**src/rtl/stng_pkg.sv**
```systemverilog
// Package for the square tone and noise sound generator.
// Holds the shared types, register codes and the attenuation table.
// Used by stng_state, stng_mix and the top level; depends on nothing.
package stng_pkg;

   // Item kinds carried in the request tuser bit.
   localparam logic CMD_TICK  = 1'b0;
   localparam logic CMD_WRITE = 1'b1;

   // Chip register selects of a latch byte.
   localparam logic [2:0] REG_TONE0_PERIOD = 3'd0;
   localparam logic [2:0] REG_TONE0_ATT    = 3'd1;
   localparam logic [2:0] REG_TONE1_PERIOD = 3'd2;
   localparam logic [2:0] REG_TONE1_ATT    = 3'd3;
   localparam logic [2:0] REG_TONE2_PERIOD = 3'd4;
   localparam logic [2:0] REG_TONE2_ATT    = 3'd5;
   localparam logic [2:0] REG_NOISE_CTRL   = 3'd6;
   localparam logic [2:0] REG_NOISE_ATT    = 3'd7;

   // Noise rate code that follows tone 2.
   localparam logic [1:0] NOISE_RATE_TONE2 = 2'd3;
   localparam logic [9:0] NOISE_BASE_PERIOD = 10'd16;
   localparam logic [15:0] LFSR_SEED = 16'h8000;

   // Configuration register indexes.
   localparam logic [1:0] CSR_PRE_AMP       = 2'd0;
   localparam logic [1:0] CSR_NOISE_BOOST   = 2'd1;
   localparam logic [1:0] CSR_STEREO_ENABLE = 2'd2;

   // Datapath widths.
   localparam int TABLE_W = 11;
   localparam int AMP_W   = 11;
   localparam int PROD_W  = TABLE_W + AMP_W;
   localparam int RECIP_W = 23;
   localparam int GAIN_W  = 15;
   localparam int LEVEL_W = 17;

   // floor(x / 100) == (x * DIV_RECIP) >> DIV_SHIFT for every x below 2**22.
   localparam logic [RECIP_W-1:0] DIV_RECIP = 23'd5368710;
   localparam int DIV_SHIFT = 29;

   localparam logic [TABLE_W-1:0] ATT_TABLE [16] = '{
      11'd1516, 11'd1205, 11'd957, 11'd760, 11'd603, 11'd479, 11'd381, 11'd303,
      11'd240,  11'd191,  11'd152, 11'd120, 11'd96,  11'd76,  11'd60,  11'd0
   };

   // Per-item view of the channels handed from the state to the mixer.
   typedef struct packed {
      logic [3:0][3:0] att;   // attenuation of channels 3..0
      logic [3:0]      pos;   // tone polarity 2..0, noise output in bit 3
   } snap_type;

   typedef struct packed {
      logic [7:0] pre_amp;
      logic [1:0] noise_boost;
      logic [7:0] stereo_enable;
   } cfg_type;

endpackage

```
**src/rtl/stng_state.sv**
```systemverilog
// Channel state of the sound generator: periods, counters, polarities, LFSR.
// Applies one tick or one register byte per transfer and registers a snapshot.
// Depends on stng_pkg.
module stng_state
   import stng_pkg::*;
#(
   parameter int LFSR_WIDTH = 16
) (
   input  logic       clock,
   input  logic       reset,
   input  logic       req_valid,
   output logic       req_ready,
   input  logic       cmd,
   input  logic [7:0] data_byte,
   output logic       snap_valid,
   input  logic       snap_ready,
   output snap_type   snap
);

   localparam int LFSR_REG_W = (LFSR_WIDTH > 16) ? LFSR_WIDTH : 16;

   logic [2:0][9:0]        tone_period_ff, tone_period_in;
   logic [3:0][3:0]        att_ff, att_in;
   logic [2:0]             noise_ctrl_ff, noise_ctrl_in;
   logic [2:0]             latch_ff, latch_in;
   logic [3:0][9:0]        count_ff, count_in;
   logic [3:0]             pol_ff, pol_in;
   logic [LFSR_REG_W-1:0]  lfsr_ff, lfsr_in;
   logic                   snap_valid_ff;
   snap_type               snap_ff, snap_in;
   logic                   accept;

   assign req_ready  = !snap_valid_ff || snap_ready;
   assign accept     = req_valid && req_ready;
   assign snap_valid = snap_valid_ff;
   assign snap       = snap_ff;

   always_comb begin
      logic [2:0] idx;
      logic [9:0] period;
      logic [9:0] nper;
      logic [9:0] ncount;
      logic       fb;
      tone_period_in = tone_period_ff;
      att_in         = att_ff;
      noise_ctrl_in  = noise_ctrl_ff;
      latch_in       = latch_ff;
      count_in       = count_ff;
      pol_in         = pol_ff;
      lfsr_in        = lfsr_ff;
      idx            = data_byte[7] ? data_byte[6:4] : latch_ff;
      period         = tone_period_ff[idx[2:1]];
      nper           = NOISE_BASE_PERIOD << noise_ctrl_ff[1:0];
      ncount         = count_ff[3];
      fb             = noise_ctrl_ff[2] ? (lfsr_ff[0] ^ lfsr_ff[3]) : lfsr_ff[0];
      if (cmd == CMD_WRITE) begin
         if (data_byte[7]) begin
            latch_in = data_byte[6:4];
         end
         case (idx)
            REG_NOISE_CTRL: begin
               noise_ctrl_in = data_byte[2:0];
               lfsr_in       = LFSR_REG_W'(LFSR_SEED);
            end
            REG_NOISE_ATT: begin
               att_in[3] = data_byte[3:0];
            end
            REG_TONE0_ATT, REG_TONE1_ATT, REG_TONE2_ATT: begin
               att_in[idx[2:1]] = data_byte[3:0];
            end
            default: begin
               if (data_byte[7]) begin
                  period = {period[9:4], data_byte[3:0]};
               end else begin
                  period = {data_byte[5:0], period[3:0]};
               end
               if (period == 10'd0) begin
                  period = 10'd1;
               end
               tone_period_in[idx[2:1]] = period;
            end
         endcase
      end else begin
         // Rate 3 borrows tone 2's period and the count it held before this tick.
         if (noise_ctrl_ff[1:0] == NOISE_RATE_TONE2) begin
            nper   = tone_period_ff[2];
            ncount = count_ff[2];
         end
         if (ncount == 10'd0) begin
            pol_in[3]   = !pol_ff[3];
            count_in[3] = nper - 10'd1;
            if (!pol_ff[3]) begin
               lfsr_in = (lfsr_ff >> 1) | (LFSR_REG_W'(fb) << (LFSR_WIDTH - 1));
            end
         end else begin
            count_in[3] = ncount - 10'd1;
         end
         for (int ch = 0; ch < 3; ch++) begin
            if (count_ff[ch] == 10'd0) begin
               pol_in[ch]   = (tone_period_ff[ch] > 10'd1) ? !pol_ff[ch] : 1'b1;
               count_in[ch] = tone_period_ff[ch] - 10'd1;
            end else begin
               count_in[ch] = count_ff[ch] - 10'd1;
            end
         end
      end
      snap_in.att = att_in;
      snap_in.pos = {lfsr_in[0], pol_in[2:0]};
   end

   always_ff @(posedge clock) begin
      if (reset) begin
         tone_period_ff <= {3{10'd1}};
         att_ff         <= {4{4'hf}};
         noise_ctrl_ff  <= 3'd0;
         latch_ff       <= 3'd0;
         count_ff       <= '0;
         pol_ff         <= 4'hf;
         lfsr_ff        <= LFSR_REG_W'(LFSR_SEED);
         snap_valid_ff  <= 1'b0;
      end else begin
         if (req_ready) begin
            snap_valid_ff <= req_valid;
         end
         if (accept) begin
            tone_period_ff <= tone_period_in;
            att_ff         <= att_in;
            noise_ctrl_ff  <= noise_ctrl_in;
            latch_ff       <= latch_in;
            count_ff       <= count_in;
            pol_ff         <= pol_in;
            lfsr_ff        <= lfsr_in;
         end
      end
      if (accept) begin
         snap_ff <= snap_in;
      end
   end

   // A stored tone period is never zero, since a zero write becomes one.
   a_period_nonzero: assert property (@(posedge clock) disable iff (reset)
      tone_period_ff[0] != 10'd0 && tone_period_ff[1] != 10'd0 &&
      tone_period_ff[2] != 10'd0)
      else $error("tone period reached zero");

   // The shift register can never fall into the all-zero lockup state.
   a_lfsr_nonzero: assert property (@(posedge clock) disable iff (reset)
      lfsr_ff != '0)
      else $error("noise shift register is all zeros");

endmodule

```
**config.mk**
```make
export PLATFORM = sky130hd
export DESIGN_NAME = stng_state
export DESIGN_NICKNAME = d
export VERILOG_FILES = /design/src/rtl/stng_pkg.sv /design/src/rtl/stng_state.sv
export SDC_FILE = /design/constraint.sdc
export NUM_CORES = 1
export LEC_CHECK = 0
export ABC_AREA = 1
export BUFFER_PORTS_ARGS = -buffer_cell sky130_fd_sc_hd__buf_2
export CAP_MARGIN = 0
export CORE_MARGIN = 1
export CORE_UTILIZATION = 40
export CTS_BUF_LIST = sky130_fd_sc_hd__clkbuf_4
export DETAILED_ROUTE_END_ITERATION = 8
export GPL_ROUTABILITY_DRIVEN = 0
export SLEW_MARGIN = 10
export SYNTH_ARGS = -nofsm -noshare
export SYNTH_HDL_FRONTEND = slang
export SYNTH_SLANG_ARGS = --single-unit
```
**constraint.sdc**
```tcl
create_clock -name clock -period 4.8 [get_ports clock]
set_input_delay 0.24 -clock clock [delete_from_list [all_inputs] [get_ports clock]]
set_output_delay 0.24 -clock clock [all_outputs]
set_load 0.1 [all_outputs]
```
# After elaboration in Yosys (flattened, before gate mapping)
# Index checks and enable logic that the tools add are counted.
# op_classes
add_sub_neg,8
order_cmp,5
n_eq_ne,8
n_shift,1
n_mux,38
bitwise,4
n_reduce_logical,22
# op_table
operator,n
2-to-1 mux 10 bit,16
2-to-1 mux 16 bit,5
subtractor 10 x 1 -> 10 bit (second input constant),8
logical NOT 10 bit,5
bitwise mux 30 bit,1
greater-than comparator 10 x 1 -> 1 bit (second input constant),3
binary-select mux 10 bit (select 2 bit),1
demux 10 bit (select 2 bit),1
bitwise mux 16 bit,1
OR 15 x 16 -> 16 bit,1
2-to-1 mux 12 bit,1
left shift 5 x 2 -> 10 bit (first input constant),1
equality test 3 bit (second input constant),3
AND reduction 3 bit,3
demux 4 bit (select 2 bit),1
case mux 4 bit (2 select lines),1
2-to-1 mux 1 bit,7
2-to-1 mux 3 bit,2
logical NOT 1 bit,5
OR reduction 5 bit,1
2-to-1 mux 4 bit,1
AND reduction 2 bit,2
AND reduction 4 bit,1
equality test 3 x 1 -> 1 bit (second input constant),1
12 further kinds,14
# totals
reg_bits,133
out_inout_bits,22
elab_cells,109

# Longest topological paths before layout
# depth
word_depth,11
mapped_depth,18
mapped_depth_nobuf,17

# Worst setup path before layout
# No wires, ideal clock.
# synth_path
path_type,register to register
from,"reg snap_valid_ff, in the netlist snap_valid"
to,reg lfsr_ff[6]
t_arrival_ns,3.021
path_slack_ns,1.662
path_stages_with_launch,13
n_path_buf,1
synth_period_minus_slack_ns,3.138
path_cell_list,dfxtp_1 -> nand2_1 -> nand2_1 -> nor2_1 -> inv_2 -> nor2_1 -> inv_2 -> nor2_1 -> inv_2 -> nand2_2 -> buf_4 -> o21ai_0 -> nor2_1
# synth_between
elab_chain_cells,4
# synth_lines
element,line_no,text
from (decl),stng_state.sv:29,logic snap_valid_ff;
from (signal assigned),stng_state.sv:123,snap_valid_ff <= req_valid;
logical NOT 1 bit,stng_state.sv:33,assign req_ready = !snap_valid_ff || snap_ready;
logical OR 1 bit,stng_state.sv:33,
via req_ready,stng_state.sv:12,"output logic req_ready,"
logical AND 1 bit,stng_state.sv:34,assign accept = req_valid && req_ready;
AND reduction 4 bit (no line),--,
to (signal assigned),stng_state.sv:119,lfsr_ff <= LFSR_REG_W'(LFSR_SEED);
to (signal assigned),stng_state.sv:132,lfsr_ff <= lfsr_in;
to (decl),stng_state.sv:28,"logic [LFSR_REG_W-1:0] lfsr_ff, lfsr_in;"
# The timed path passes the listed nets, and every way through them passes these cells.
# A chain may end at the register's enable or synchronous reset.

# Final worst setup path
# layout_path
from,reg noise_ctrl_ff[1]
to,reg lfsr_ff[15]
# layout_between
elab_chain_cells,6
# layout_lines
element,line_no,text
from (decl),stng_state.sv:24,"logic [2:0] noise_ctrl_ff, noise_ctrl_in;"
from (signal assigned),stng_state.sv:128,noise_ctrl_ff <= noise_ctrl_in;
equality test 2 bit,stng_state.sv:85,if (noise_ctrl_ff[1:0] == NOISE_RATE_TONE2) begin
2-to-1 mux 10 bit,stng_state.sv:85,
2-to-1 mux 10 bit,stng_state.sv:56,if (cmd == CMD_WRITE) begin
logical NOT 10 bit,stng_state.sv:89,if (ncount == 10'd0) begin
nonzero test 2 bit (no line),--,
AND reduction 4 bit (no line),--,
# Every way passes these cells. The select of a mux whose other input is x is not followed.

==> run summary <==
Clock Pin Slew Worst Setup and Hold Paths - 120 ps
Slew headroom - 0.291
Synth async-reset ratio - 0
Max Transition Viols Final - 0
Drc violations - 0
Congestion Overflow GR - 0
Slowest cell on crit path - nor3_4
Cell with the most instances after synthesis - nand2_1
Mean Syn Cell Area - 7.10 um2
Final #Nets - 1,030
Area grow syn2layout - 9.03%
GRT Resource Usage Total - 0.206
Yosys top cell by area - dfxtp_1
Vias in the first global route - 5,760
Crit path top cell by count - nand2_2
Max cap viols - 0
Area of placed instances - 0.00734 mm2
Worst-Skew Late Latency - 560 ps
Crit path largest cell delay - 690 ps
Final hold vios - 0
Port Buffer Count - 34
Clock buffer count from CTS - 17
Wire per inst - 14.3 um
Core area - 0.0172 mm2
CTS tree - built
Cells after Synth - 991
Setup TNS - 0 ps
Hold crit path type - primary input to flop
Critical path peak fanout - 23
Crit-path cells - nand2_2 -> o21ai_1 -> nand2_1 -> nor2_8 -> nand3_4 -> nor3_4 -> nand2_2 -> nand2_2 -> inv_2 -> a21oi_1 -> nand2_1
Final design area excluding fillers - 0.00767 mm2
Maximum vdd drop - 0.206 mV
CP Buf/Inv Count - 1
Post-Syn Area - 0.00704 mm2
Hold_ws - 67.7 ps
Fmax - 0.296 GHz
DRT iter0 DRCs - 521
Mapped Nets - 1,014
Multi-input gate area - 0.00351 mm2
Maximum clock path buffer count - 2
Area contributors post-synth - dfxtp_1 32%, nand2_1 9.5%, edfxtp_1 8.5%
Total number of vias - 6,374
Register area share after synthesis - 0.407
Detailed-router iteration count before antenna repair - 5
Crit path arrival time - 3830 ps
Synth top area share - 0.321
FF/Latch Area - 0.00286 mm2
Std cell rows - 48
CP Class - flop to flop
Post-CTS setup buffers - 0
Pleak - 0.00335 uW
Delay-heaviest family, CP - simple AND/OR/NAND/NOR gates
Final wirelength - 17,800 um
Fin crit share - 0.704
DP Wirelength - 12,400 um
Fillcell total - 1,783
Synth top cells by count - 179 x nand2_1, 120 x inv_1, 117 x nor2_1
Starting density of the core - 0.408
Largest net degree at the start of global routing - 60
Clk sink count - 133
Die area - 0.0181 mm2
Worst Path Required - 5250 ps
Final min period - 3380 ps
Post-synth EDFFs - 20
H-tree Lvls - 4
Synth Flop Type - dfxtp_1
Post-CTS resize count - 0
# hold bufs at CTS - 1
Slew @ Worst Pin - 1060 ps
CP Launch Type - flop
Clock root cell - clkbuf_4
Layout cells sized above 1 - 0.100
Post-synthesis cell type count - 45
Die Height - 135 um
Critical Path Sink Type - flop
First-pass GRT wire length - 29,300 um
Avg Vias per Cell - 5.12
P per Cell Area - 362 mW/mm2
Syn. warnings - 0
Endpoints failing setup - 0
Die X - 135 um
RSZ-0062 raised after global routing - no
Clock Skew - 23.5 ps
Final ANT Viol Nets - 0
Register bit total from synthesis - 133
IO Count - 35
Status - complete, no violations
Initial antenna violation count - 1
## final timing paths
| check | startpoint | to | slack [ps] | cells after the start |
|---|---|---|---|---|
| max | noise_ctrl_ff[1]$_SDFFE_PP0P_ | lfsr_ff[15]$_SDFFE_PP1P_ | 1420 | 11 |
| min | data_byte[2] | noise_ctrl_ff[2]$_SDFFE_PP0P_ | 70 | 3 |
| max reg2reg | noise_ctrl_ff[1]$_SDFFE_PP0P_ | lfsr_ff[15]$_SDFFE_PP1P_ | 1420 | 11 |
| min reg2reg | count_ff[5]$_SDFFE_PP0P_ | count_ff[5]$_SDFFE_PP0P_ | 470 | 2 |
## where the power goes
| part | switching (uW) | leakage, uW | internal, uW |
|---|---|---|---|
| clock network | 455 | 0.000176 | 417 |
| logic | 476 | 0.00208 | 181 |
| registers | 46.5 | 0.00109 | 1200 |
## cells in the final DEF, fill, tap and decap left out, types with 11 or more instances in the layout
cell / n
a21oi_1: 90
buf_2: 34
clkbuf_4: 17
dfxtp_1: 113
edfxtp_1: 20
inv_1: 118
inv_2: 12
nand2_1: 179
nand3_1: 39
nor2_1: 116
nor3_1: 13
o211ai_1: 28
o21ai_0: 94
o21ai_1: 19
o22ai_1: 11
xor2_1: 15
## worst reg2reg max path: cells and delay by family, from the launching register on
kind,cells,cell delay (ps)
simple gates,8,2070
flops,1,580
compound gates,2,430
buf+inv,1,220
## area by class of cell
type | instances | share of cell area
Antenna cell | 1 | 0.000326
Clock buffer | 17 | 0.0166
Clock inverter | 15 | 0.0256
Inverter | 133 | 0.0651
Multi-Input combinational cell | 685 | 0.457
Sequential cell | 133 | 0.373
Tap cell | 225 | 0.0367
Timing Repair Buffer | 37 | 0.0254
## state kept, by name, indices dropped and copies added (netlist names)
name / cells
count_ff: 40
tone_period_ff: 30
snap: 20
att_ff: 16
lfsr_ff: 16
pol_ff: 4
latch_ff: 3
noise_ctrl_ff: 3
snap_valid: 1
## stage by stage
step,cells,setup slack (ps),power (uW),utilization
after floorplan,991,1660,1780,-
after global placement,1212,1510,1930,0.426
after detailed placement,1212,1450,1930,0.426
after CTS,1245,1440,2800,0.445
after global routing,1246,1100,2940,0.445
final,1246,1420,2780,0.445
## routing by layer
metal | global-route usage | wire, um | share of wire
met1 | 0.281 | 8930 | 0.50
met5 | 0 | 0 | 0
met4 | 0.0637 | 229 | 0.013
met3 | 0.0390 | 555 | 0.031
met2 | 0.330 | 8130 | 0.46
## cells by family (layout without fill, tap and decap cells)
family | after synthesis | in the layout | share of synthesized area
AND/OR/NAND/NOR | 373 | 373 | 0.223
AO/OA/AOI/OAI | 279 | 279 | 0.228
buffers and inverters | 173 | 202 | 0.0958
flip-flops | 133 | 133 | 0.407
XOR/XNOR | 22 | 22 | 0.0274
adder cells (fa/ha/maj) | 10 | 10 | 0.0178
multiplexers | 1 | 1 | 0.00142
other | 0 | 1 | 0
No activity file was read; power rests on OpenSTA's default activity.
